===== src/design/gbn_pkg.sv =====
`default_nettype none

package gbn_pkg;

    // Capacity of the candidate stores and derived index widths.
    localparam int MAX_CAND = 64;
    localparam int IDX_W    = $clog2(MAX_CAND);
    localparam int CNT_W    = $clog2(MAX_CAND + 1);

    // Field widths of one box.
    localparam int COORD_W = 16;
    localparam int SCORE_W = 17;
    localparam int CLASS_W = 10;
    localparam int THR_W   = 17;
    localparam int GEO_W   = 4 * COORD_W;

    localparam logic [THR_W-1:0] THR_RESET = 17'd32768;

    // Commands from the controller to the datapath.
    typedef struct packed {
        logic             load_we;
        logic [IDX_W-1:0] st_waddr;
        logic             sel_order;
        logic [IDX_W-1:0] st_raddr;
        logic [IDX_W-1:0] ord_raddr;
        logic             ord_we;
        logic [IDX_W-1:0] outer_idx;
        logic             rank_clr;
        logic             rank_issue;
        logic             score_cap;
        logic             idx_cap;
        logic             cur_cap;
        logic             pair_issue;
        logic             pend_load;
        logic             push;
        logic             push_last;
        logic             push_ovf;
        logic             marks_clr;
    } gbn_cmd_t;

    // Status from the datapath to the controller.
    typedef struct packed {
        logic             out_free;
        logic             pipe_busy;
        logic             cur_marked;
    } gbn_stat_t;

endpackage

`default_nettype wire


===== src/design/gbn_ctrl.sv =====
`default_nettype none

module gbn_ctrl (
    input  wire logic               clk,
    input  wire logic               rst_n,
    input  wire logic               in_valid,
    input  wire logic               in_last,
    output logic                    in_ready,
    output gbn_pkg::gbn_cmd_t       cmd,
    input  wire gbn_pkg::gbn_stat_t stat
);

    localparam int IW = gbn_pkg::IDX_W;
    localparam int NW = gbn_pkg::CNT_W;
    localparam logic [NW-1:0] FULL = NW'(gbn_pkg::MAX_CAND);

    typedef enum logic [11:0] {
        S_IDLE     = 12'b000000000001,
        S_RK_READ  = 12'b000000000010,
        S_RK_CAP   = 12'b000000000100,
        S_RK_SWEEP = 12'b000000001000,
        S_RK_DRAIN = 12'b000000010000,
        S_RK_WRITE = 12'b000000100000,
        S_WK_FETCH = 12'b000001000000,
        S_WK_SEL   = 12'b000010000000,
        S_WK_CAP   = 12'b000100000000,
        S_WK_CHECK = 12'b001000000000,
        S_WK_SWEEP = 12'b010000000000,
        S_FLUSH    = 12'b100000000000
    } state_t;

    state_t        state_reg, state_next;
    logic [NW-1:0] count_reg, count_next;
    logic          ovf_reg, ovf_next;
    logic [NW-1:0] i_reg, i_next;
    logic [NW-1:0] j_reg, j_next;
    logic          pend_reg, pend_next;
    logic          drain_reg, drain_next;
    logic [NW-1:0] i_inc;

    assign i_inc = i_reg + 1'b1;

    always_ff @(posedge clk or negedge rst_n)
    begin
        if (!rst_n)
        begin
            state_reg <= S_IDLE;
            count_reg <= '0;
            ovf_reg   <= 1'b0;
            i_reg     <= '0;
            j_reg     <= '0;
            pend_reg  <= 1'b0;
            drain_reg <= 1'b0;
        end
        else
        begin
            state_reg <= state_next;
            count_reg <= count_next;
            ovf_reg   <= ovf_next;
            i_reg     <= i_next;
            j_reg     <= j_next;
            pend_reg  <= pend_next;
            drain_reg <= drain_next;
        end
    end

    // Sequencer: load, rank every candidate, then walk the sorted order.
    always_comb
    begin
        state_next = state_reg;
        count_next = count_reg;
        ovf_next   = ovf_reg;
        i_next     = i_reg;
        j_next     = j_reg;
        pend_next  = pend_reg;
        drain_next = drain_reg;
        in_ready   = 1'b0;
        cmd        = '0;
        cmd.st_waddr  = count_reg[IW-1:0];
        cmd.st_raddr  = j_reg[IW-1:0];
        cmd.ord_raddr = j_reg[IW-1:0];
        cmd.outer_idx = i_reg[IW-1:0];
        cmd.push_ovf  = ovf_reg;

        unique case (state_reg)
            S_IDLE:
            begin
                in_ready = 1'b1;
                if (in_valid)
                begin
                    if (count_reg < FULL)
                    begin
                        cmd.load_we = 1'b1;
                        count_next  = count_reg + 1'b1;
                    end
                    else
                    begin
                        ovf_next = 1'b1;
                    end
                    if (in_last)
                    begin
                        i_next     = '0;
                        state_next = S_RK_READ;
                    end
                end
            end
            S_RK_READ:
            begin
                cmd.st_raddr = i_reg[IW-1:0];
                state_next   = S_RK_CAP;
            end
            S_RK_CAP:
            begin
                cmd.score_cap = 1'b1;
                cmd.rank_clr  = 1'b1;
                j_next        = '0;
                state_next    = S_RK_SWEEP;
            end
            S_RK_SWEEP:
            begin
                cmd.rank_issue = 1'b1;
                j_next         = j_reg + 1'b1;
                if (j_next == count_reg)
                begin
                    state_next = S_RK_DRAIN;
                end
            end
            S_RK_DRAIN:
            begin
                if (!stat.pipe_busy)
                begin
                    state_next = S_RK_WRITE;
                end
            end
            S_RK_WRITE:
            begin
                cmd.ord_we = 1'b1;
                i_next     = i_inc;
                if (i_inc == count_reg)
                begin
                    i_next     = '0;
                    state_next = S_WK_FETCH;
                end
                else
                begin
                    state_next = S_RK_READ;
                end
            end
            S_WK_FETCH:
            begin
                cmd.ord_raddr = i_reg[IW-1:0];
                state_next    = S_WK_SEL;
            end
            S_WK_SEL:
            begin
                cmd.sel_order = 1'b1;
                cmd.idx_cap   = 1'b1;
                state_next    = S_WK_CAP;
            end
            S_WK_CAP:
            begin
                cmd.cur_cap = 1'b1;
                state_next  = S_WK_CHECK;
            end
            S_WK_CHECK:
            begin
                // A kept box goes to the waiting slot; the one there before is
                // sent first, known now not to be the last.
                if (stat.cur_marked)
                begin
                    i_next     = i_inc;
                    state_next = (i_inc == count_reg) ? S_FLUSH : S_WK_FETCH;
                end
                else if (!pend_reg || stat.out_free)
                begin
                    cmd.push      = pend_reg;
                    cmd.pend_load = 1'b1;
                    pend_next     = 1'b1;
                    j_next        = i_inc;
                    drain_next    = 1'b0;
                    state_next    = (i_inc == count_reg) ? S_FLUSH : S_WK_SWEEP;
                end
            end
            S_WK_SWEEP:
            begin
                // The box stores are addressed by the registered order entry, so each
                // issued pair fetches its own box.
                cmd.sel_order = 1'b1;
                // Issue one later box a cycle, then wait for the marks to land.
                if (!drain_reg)
                begin
                    cmd.pair_issue = 1'b1;
                    j_next         = j_reg + 1'b1;
                    if (j_next == count_reg)
                    begin
                        drain_next = 1'b1;
                    end
                end
                else if (!stat.pipe_busy)
                begin
                    i_next     = i_inc;
                    state_next = (i_inc == count_reg) ? S_FLUSH : S_WK_FETCH;
                end
            end
            S_FLUSH:
            begin
                if (stat.out_free)
                begin
                    cmd.push      = 1'b1;
                    cmd.push_last = 1'b1;
                    cmd.marks_clr = 1'b1;
                    pend_next     = 1'b0;
                    count_next    = '0;
                    ovf_next      = 1'b0;
                    state_next    = S_IDLE;
                end
            end
            default:
            begin
                state_next = S_IDLE;
            end
        endcase
    end

endmodule

`default_nettype wire


===== config.mk =====
export PLATFORM = sky130hd
export DESIGN_NAME = gbn_ctrl
export DESIGN_NICKNAME = d
export VERILOG_FILES = /design/src/design/gbn_pkg.sv /design/src/design/gbn_ctrl.sv
export SDC_FILE = /design/constraint.sdc
export NUM_CORES = 1
export LEC_CHECK = 0
export ABC_AREA = 1
export ABC_CLOCK_PERIOD_IN_PS = 2300
export BUFFER_PORTS_ARGS = -buffer_cell sky130_fd_sc_hd__buf_2
export CAP_MARGIN = 0
export CORE_ASPECT_RATIO = 1.5
export CORE_MARGIN = 2
export CORE_UTILIZATION = 55
export DETAILED_ROUTE_END_ITERATION = 16
export GPL_ROUTABILITY_DRIVEN = 0
export PLACE_DENSITY = 0.86
export RECOVER_POWER = 50
export SLEW_MARGIN = 10
export SYNTH_ARGS = -nofsm -noshare
export SYNTH_HDL_FRONTEND = slang
export SYNTH_SLANG_ARGS = --single-unit

===== constraint.sdc =====
create_clock -name clk -period 2.3 [get_ports clk]
set_input_delay 0.115 -clock clk [delete_from_list [all_inputs] [get_ports clk]]
set_output_delay 0.115 -clock clk [all_outputs]
set_load 0.01 [all_outputs]

* Word-level counts from Yosys, hierarchy flattened
Index checks and enable logic that the tools add are counted.
Storage, ports and cells: logic and storage cells 116, output and inout port bits 39, register bits after elaboration 36
Operators by class: reduce and logical (&&, ||, !) cells 15, multiplexer cells 62, $lt $le $gt $ge 1, add/sub/neg operators 3, equality and inequality tests 28
Operator list (count):
- 12-bit one-hot mux with 12 select lines | 1
- 12-bit 2-to-1 mux | 11
- 7-bit 2-to-1 mux | 13
- 7-bit one-hot mux with 4 select lines | 2
- 2-bit inequality test, second input constant | 13
- 1-bit 2-to-1 mux | 25
- 7-bit by 1-bit adder with 7-bit output, second input constant | 3
- 4-bit AND reduction | 4
- 7-bit equality test | 2
- 7-bit one-hot mux with 2 select lines | 1
- 12-bit by 1-bit equality test with 1-bit output, second input constant | 1
- 12-bit by 10-bit equality test with 1-bit output, second input constant | 1
- 12-bit by 11-bit equality test with 1-bit output, second input constant | 1
- 12-bit equality test, second input constant | 1
- 12-bit by 2-bit equality test with 1-bit output, second input constant | 1
- 12-bit by 3-bit equality test with 1-bit output, second input constant | 1
- 12-bit by 4-bit equality test with 1-bit output, second input constant | 1
- 12-bit by 5-bit equality test with 1-bit output, second input constant | 1
- 12-bit by 6-bit equality test with 1-bit output, second input constant | 1
- 12-bit by 7-bit equality test with 1-bit output, second input constant | 1
- 12-bit by 8-bit equality test with 1-bit output, second input constant | 1
- 12-bit by 9-bit equality test with 1-bit output, second input constant | 1
- 6-bit 2-to-1 mux | 2
- 1-bit one-hot mux with 2 select lines | 4
- other kinds (11) | 16

* Longest topological paths before layout
Gate-level depths: netlist of run 1.
depth after elaboration 6, mapped depth 14, gate-level depth less buffers 14

* Worst setup path after synthesis of run 1
No wires, ideal clock.
path kind flip-flop to flip-flop, start reg i_reg[1], end reg i_reg[0], arrival time 1.606 ns, path buffers 0, library setup time 0.117 ns, cell stages (with the launch flop) 12, slack 0.577 ns, cell sequence dfrtp_1 > ha_1 > xnor2_1 > nand2_1 > nor2_1 > nand2_1 > nor2_1 > nand3_1 > nand2_1 > nand2_2 > nand2_1 > nand2_1
Between the ends: longest elaborated chain between the ends 4
RTL lines:
- start, declared | RTL line gbn_ctrl.sv:35 | logic [NW-1:0] i_reg, i_next;
- start signal, assigned | RTL line gbn_ctrl.sv:60 | i_reg <= i_next;
- 7-bit by 1-bit adder with 7-bit output | RTL line gbn_ctrl.sv:41 | assign i_inc = i_reg + 1'b1;
- 7-bit equality test | RTL line gbn_ctrl.sv:139 | if (i_inc == count_reg)
- 7-bit 2-to-1 mux | RTL line gbn_ctrl.sv:139
- 7-bit one-hot mux with 4 select lines | RTL line gbn_ctrl.sv:85 | unique case (state_reg)
No other way between the ends. A chain may end at the register's enable or synchronous reset.

==> results of run 1 <==
[power by group through the flow]
stage | Combinational, mW | Clock (mW) | Sequential [mW]
4_1_cts | 1.78 | 0.472 | 0.995
6_report | 1.77 | 0.465 | 0.997
2_1_floorplan | 1.46 | 0 | 0.924
3_3_place_gp | 1.71 | 0 | 1.00
5_1_grt | 1.97 | 0.494 | 1.02
3_5_place_dp | 1.76 | 0 | 1.01
[what timing repair did]
action / CTS / global route
hold endpoints to repair: 35 / 0
hold buffers: 1 / 0
resized for setup: 0 / 1
endpoints found under the setup margin: 0 / 7
[cell families after synthesis]
group,synth area share (%)
and+or+nand+nor,41.9
buffers and inverters,14.2
AOI/OAI and AO/OA,9.17
DFF,31.0
xor gates and xnor gates,2.41
adders and majority gates,1.29
[layout by cell type, fill, tap and decap left out, drive strengths merged, types with 2 or more instances in the layout]
master and n:
inv 64, a21oi 12, clkbuf 18, clkinv 2, buf 37, nor3 7, nand2 127, nand4 9
ha 3, o21ai 26, dfrtp 35, nor2 53, o22ai 4, nand3 47, xor2 7
[path summary, 6_finish.rpt]
| kind | from | to |
|---|---|---|
| min | stat[1] | state_reg[4] |
| max reg2reg | i_reg[1] | i_reg[5] |
| max in group asynchronous | rst_n | i_reg[1] |
| min reg2reg | ovf_reg | ovf_reg |
| max | state_reg[9] | cmd[19] |
| min in group asynchronous | rst_n | ovf_reg |
[layer usage]
metal | vias up | routed length, um | track usage, %
met5 | - | 0 | 0
met2 | 109 | 4150 | 50.4
met4 | 0 | 376 | 16.3
li1 | 1405 | - | -
met1 | 1352 | 2660 | 26.9
met3 | 38 | 400 | 3.85
[area by class of cell]
| cell class | instances | area, sq um | area share [%] |
|---|---|---|---|
| inverters | 64 | 243 | 7.69 |
| multi-input cells | 303 | 1580 | 50.1 |
| clock inverters | 2 | 10.0 | 0.317 |
| repair buffers | 50 | 251 | 7.96 |
| flip-flops and latches | 36 | 903 | 28.6 |
| clock buffers | 6 | 82.6 | 2.61 |
| well taps | 68 | 85.1 | 2.69 |
[worst min-delay path: cells and delay by family]
kind,cells,cell delay [ps]
AND/OR/NAND/NOR,2,180
buffers and inverters,1,110
[metrics by stage]
stage / power [mW] / setup WS (ps) / cell area [sq um] / hold WS (ps)
after floorplan: 2.38 / 577 / 2910 / -181
after global placement: 2.71 / 271 / 3080 / 241
after detailed placement: 2.77 / 210 / 3080 / 249
after CTS: 3.25 / 181 / 3180 / 136
after global routing: 3.48 / 14.6 / 3160 / 150
final: 3.23 / 244 / 3160 / 145
[cells in the mapped netlist]
cell        n  area [sq um]
a211oi_4    1          20.0
a21oi_1    10          50.1
a21oi_2     2          17.5
a31o_2      1          8.76
and3_1      1          6.26
buf_2       4          20.0
buf_4      17           128
buf_6       1          11.3
clkbuf_1    3          11.3
dfrtp_1    35           876
dfstp_2     1          26.3
ha_1        3          37.5
inv_1      54           203
inv_2       9          33.8
inv_4       1          6.26
nand2_1   117           439
nand2_2     4          25.0
nand2_4     6          67.6
nand3_1    43           215
nand3_2     4          40.0
nand3b_4    1          20.0
nand4_1     8          50.1
nand4_4     1          21.3
nor2_1     40           150
nor2_2      7          43.8
nor2_4      5          56.3
nor2_8      1          20.0
nor3_1      5          25.0
nor3_2      1          10.0
nor3_4      1          16.3
nor4_1      1          6.26
o21ai_0    16          80.1
o21ai_1     9          45.0
o21ai_2     1          8.76
o21bai_2    1          11.3
o22ai_1     4          25.0
or2_1       1          6.26
xnor2_1     1          8.76
xor2_1      7          61.3
==> flow_summary.yaml, run 1 <==
status:
  outcome: "complete, no violations"
power_and_ir_drop:
  switching_share_pct: 48.9
  p_clk_share_pct: 14.4
  p_comb_share_pct: 54.7
  power_frac_seq_pct: 30.9
  intPower_mw: 1.65
  p_leak_nw: 1.73
  power_per_cell_area_nw_per_um2: 1020
  ir_worst_vdd_mv: 0.625
  switchingPower_mw: 1.58
sta:
  max_slew.worst_pin.slew_ps: 910
  min_period_over_period_pct: 89.4
  report.final.slew_viol_count: 0
  clock-skew-final_ps: 4.59
  grt_setup_unrepaired: "no"
  fin_crit_ps: 2060
  hold_viol: 0
  fmax_ghz: 0.486
  finalSetupViolations: 0
  tns_ps: 0
  slew_headroom_pct: 39.3
finish:
  n_antenna_cell: 0
  areaGrowthSynthToFinish_pct: 8.61
  fin_util_pct: 61.6
  num-fill-cells: 520
  largest_register_ffs: 12
  drive_above_1_share_pct: 20.0
  stdcell_count: 529
  layout.nets: 470
worst_setup_path:
  crit_required_ps: 2180
  worstPathCellList: "inv_2 > nand2_2 > nor2_1 > nand2_1 > inv_1 > nand2_1 > buf_4 > o21ai_0 > buf_2"
  cp_num_buf_inv: 4
  cp.arrival_ps: 1940
  path_delay_family: "buffers and inverters"
  cp_max_fo: 13
  worst_setup_path_start_kind: "flip-flop"
  cp_common_cell: "nand2_1"
  cp_slowest_cell: "dfrtp_1"
  ff2ff_setup_slack_ps: 250
  cpPeakStageDelay_ps: 420
  endpoint_kind: "primary output"
  crit_cells: 9
  path_class: "flip-flop to primary output"
  rr_worst_depth: 12
clock_tree:
  cts_made_buffers: 5
  clk_pin_slew_worst_paths_ps: 70
  clkSinkCount: 36
  cts_setup_buffers: 0
  clkLatencyLatePin_ps: 290
  clockRootBuffer: "clkbuf_8"
  htree_levels: 2
  ctsLongestPathBuffers: 2
  cts_tree: "yes"
route:
  drt_iter0_drc: 143
  via_count: 2904
  wire_per_inst_um: 14.4
  dr.pass1.iters: 5
  drt-total-wl_um: 7590
  routed_via_density: 5.49
  drc: 0
  drtAntennaViolNets: 0
flow_run:
  drv_cap: 0
yosys:
  yosys_warnings: 0
  avgSynthCellArea_sq_um: 6.79
  synth-seq-cells: 36
  syn_inst: 428
  yosysUniqueCellTypes: 39
  syn-num-nets: 438
  ys_seq_area_share_pct: 31.0
  netlist_area_sq_um: 2910
global_routing:
  antenna_found_initial: 0
  gr-total-overflow: 0
  grt_max_degree: 37
  grt_pass1_vias: 2814
  grt_pass1_wl_um: 12200
  gr-usage-all-layers_pct: 26.6
floorplanning:
  io_pins: 46
  fp.dieH_um: 93.1
  fp-row-count: 32
  core_area_sq_um: 5120
  start_util_pct: 56.7
  die_w_um: 63.4
  die_area_sq_um: 5900
hold_path:
  hold_path_class: "input pin to flip-flop"
  min_path_cells: 3
placement:
  dp.final_hpwl_um: 5880
  portBuffers: 45
  dp_cells: 520
(Power assumes the default switching activity.)
==> run 2, diff against run 1 <==
- ABC_CLOCK_PERIOD_IN_PS: 2300 -> 1700
- CELL_PAD_IN_SITES_DETAIL_PLACEMENT: default -> 1
- CELL_PAD_IN_SITES_GLOBAL_PLACEMENT: default -> 2
- CORE_UTILIZATION: 55 -> 28
- PLACE_DENSITY: 0.86 -> 0.84
- clock period: 2.3 -> 1.7 ns (I/O delays scaled with it)
==> run 2 against run 1 <==
Compared with the run above: the run now ends with setup timing left; register-to-register slack got worse by 440 ps; first-iteration DRC count decreased by 15%; final area increased by 56%; combinational power increased to 2.7 times the previous value; sequential power increased by 34%; via count increased by 19%; power increased by 120%; die area increased by 90%; flip-flop and latch count unchanged; clock skew decreased by 1.7 ps; global-route usage decreased by 4.6 points; routed wire length increased by 67%; critical path type unchanged; critical endpoint is now cmd[3]; largest power group unchanged; highest routed layer unchanged.
==> flow_summary.yaml, run 2 (synthesized netlist as in run 1, its figures left out) <==
global_routing:
  antenna_found_initial: 0
  grt_pass1_vias: 3755
  gr-usage-all-layers_pct: 22.0
  grt_max_degree: 20
  gr-total-overflow: 0
  grt_pass1_wl_um: 19000
clock_tree:
  ctsLongestPathBuffers: 2
  cts_tree: "yes"
  clk_pin_slew_worst_paths_ps: 60
  cts_made_buffers: 5
  clkLatencyLatePin_ps: 290
  clkSinkCount: 36
  htree_levels: 2
  clockRootBuffer: "clkbuf_16"
floorplanning:
  core_area_sq_um: 10100
  fp.dieH_um: 129
  die_w_um: 87.2
  fp-row-count: 45
  start_util_pct: 28.7
  die_area_sq_um: 11200
  io_pins: 46
sta:
  max_slew.worst_pin.slew_ps: 1120
  setup_ws_ps: -200
  min_period_over_period_pct: 112
  hold_viol: 0
  report.final.slew_viol_count: 0
  whs_ps: 152
  fin_crit_ps: 1900
  slew_headroom_pct: 25.3
  finalSetupViolations: 52
  tns_ps: -6560
  clock-skew-final_ps: 2.85
  fmax_ghz: 0.526
  grt_setup_unrepaired: "yes"
power_and_ir_drop:
  ir_worst_vdd_mv: 0.559
  power_per_cell_area_nw_per_um2: 1430
  p_leak_nw: 2.44
  finalPower_mw: 7.02
finish:
  final_common_cell: "nand2_1"
  stdcell_count: 679
  n_antenna_cell: 0
  layout.nets: 571
  fin_util_pct: 48.6
  final_cell_mix: "nand2_1, buf_4, inv_1, buf_6, buf_2"
  fin_area_sq_um: 4920
  largest_register_ffs: 12
  num-fill-cells: 1250
  areaGrowthSynthToFinish_pct: 69.3
  drive_above_1_share_pct: 58.2
route:
  drt_iter0_drc: 121
  drt-met1-wl_um: 4280
  drc: 0
  drt-total-wl_um: 12700
  routed_via_density: 5.07
  wire_per_inst_um: 18.6
  dr.pass1.iters: 4
  met3WireLength_um: 264
  wl_met2_um: 7380
  highest_layer: "met4"
  drtAntennaViolNets: 0
  via_count: 3443
worst_setup_path:
  endpoint_kind: "primary output"
  crit_required_ps: 1620
  path_class: "flip-flop to primary output"
  cp_max_fo: 7
  cp_num_buf_inv: 3
  path_delay_family: "simple AND/OR/NAND/NOR gates"
  cp_slowest_cell: "dfrtp_1"
  cpPeakStageDelay_ps: 420
  worst_setup_path_start_kind: "flip-flop"
  cp.arrival_ps: 1820
  worstPathCellList: "nor2_4 > nand2_4 > nor2_8 > nand2_4 > buf_6 > nor2_4 > inv_2 > o21ai_1 > buf_2"
placement:
  portBuffers: 45
  dp.final_hpwl_um: 8200
  placed_cell_area_sq_um: 3650
  dp_slack_ps: -329
  dp_cells: 633
flow_run:
  drv_cap: 0
hold_path:
  hold_path_class: "input pin to flip-flop"
status:
  outcome: "finished, violations left"
  violations: "setup timing"
## run 2: cell count changes in the layout (fill, tap and decap cells not counted), sizes merged
cell and delta:
buf +108, nand3 +1, clkbuf -9, nand4 +1
## run 2: power by group
part / switching (mW) / internal [mW]
clock network: 0.387 / 0.579
registers: 0.283 / 1.06
logic: 2.63 / 2.09
total: 3.30 / 3.73
## run 2: area by class of cell
cell class              count  area [sq um]  area share [%]
multi-input cells         305          2240            45.4
well taps                 117           146            2.97
clock buffers               6           139            2.82
flip-flops and latches     36           906            18.4
clock inverters             2          10.0           0.203
repair buffers            149          1240            25.2
inverters                  64           245            4.98
## run 2: metal layers
layer | track usage [%] | vias to the layer above
li1 | - | 1611
met1 | 20.7 | 1709
met5 | 0 | -
met4 | 11.6 | 0
met2 | 43.7 | 71
met3 | 3.72 | 52
## run 2: final timing paths
kind | endpoint | slack, ps | depth (start not counted) | start
min in group asynchronous | state_reg[7] | 540 | 2 | rst_n
worst max-delay path | cmd[3] | -200 | 9 | state_reg[4]
worst min register to register | ovf_reg | 520 | 2 | ovf_reg
worst min-delay path | ovf_reg | 150 | 3 | in_valid
max in group asynchronous | state_reg[11] | 150 | 3 | rst_n
worst max register to register | state_reg[10] | -190 | 11 | state_reg[0]
## run 2: worst reg2reg max path: cells and delay by family, from the launching register on
| family | cells | cell delay [ps] |
|---|---|---|
| AND/OR/NAND/NOR | 8 | 900 |
| flip-flops | 1 | 570 |
| buffers and inverters | 2 | 190 |
| AO/OA/AOI/OAI | 1 | 150 |
## run 2: repair_timing
action | CTS | global route
endpoints found under the setup margin | 53 | 59
hold buffers | 1 | 0
cloned | 4 | 1
resized for setup | 120 | 98
endpoints found under the hold margin | 16 | 0
buffers inserted | 20 | 15
pin swaps | 29 | 32
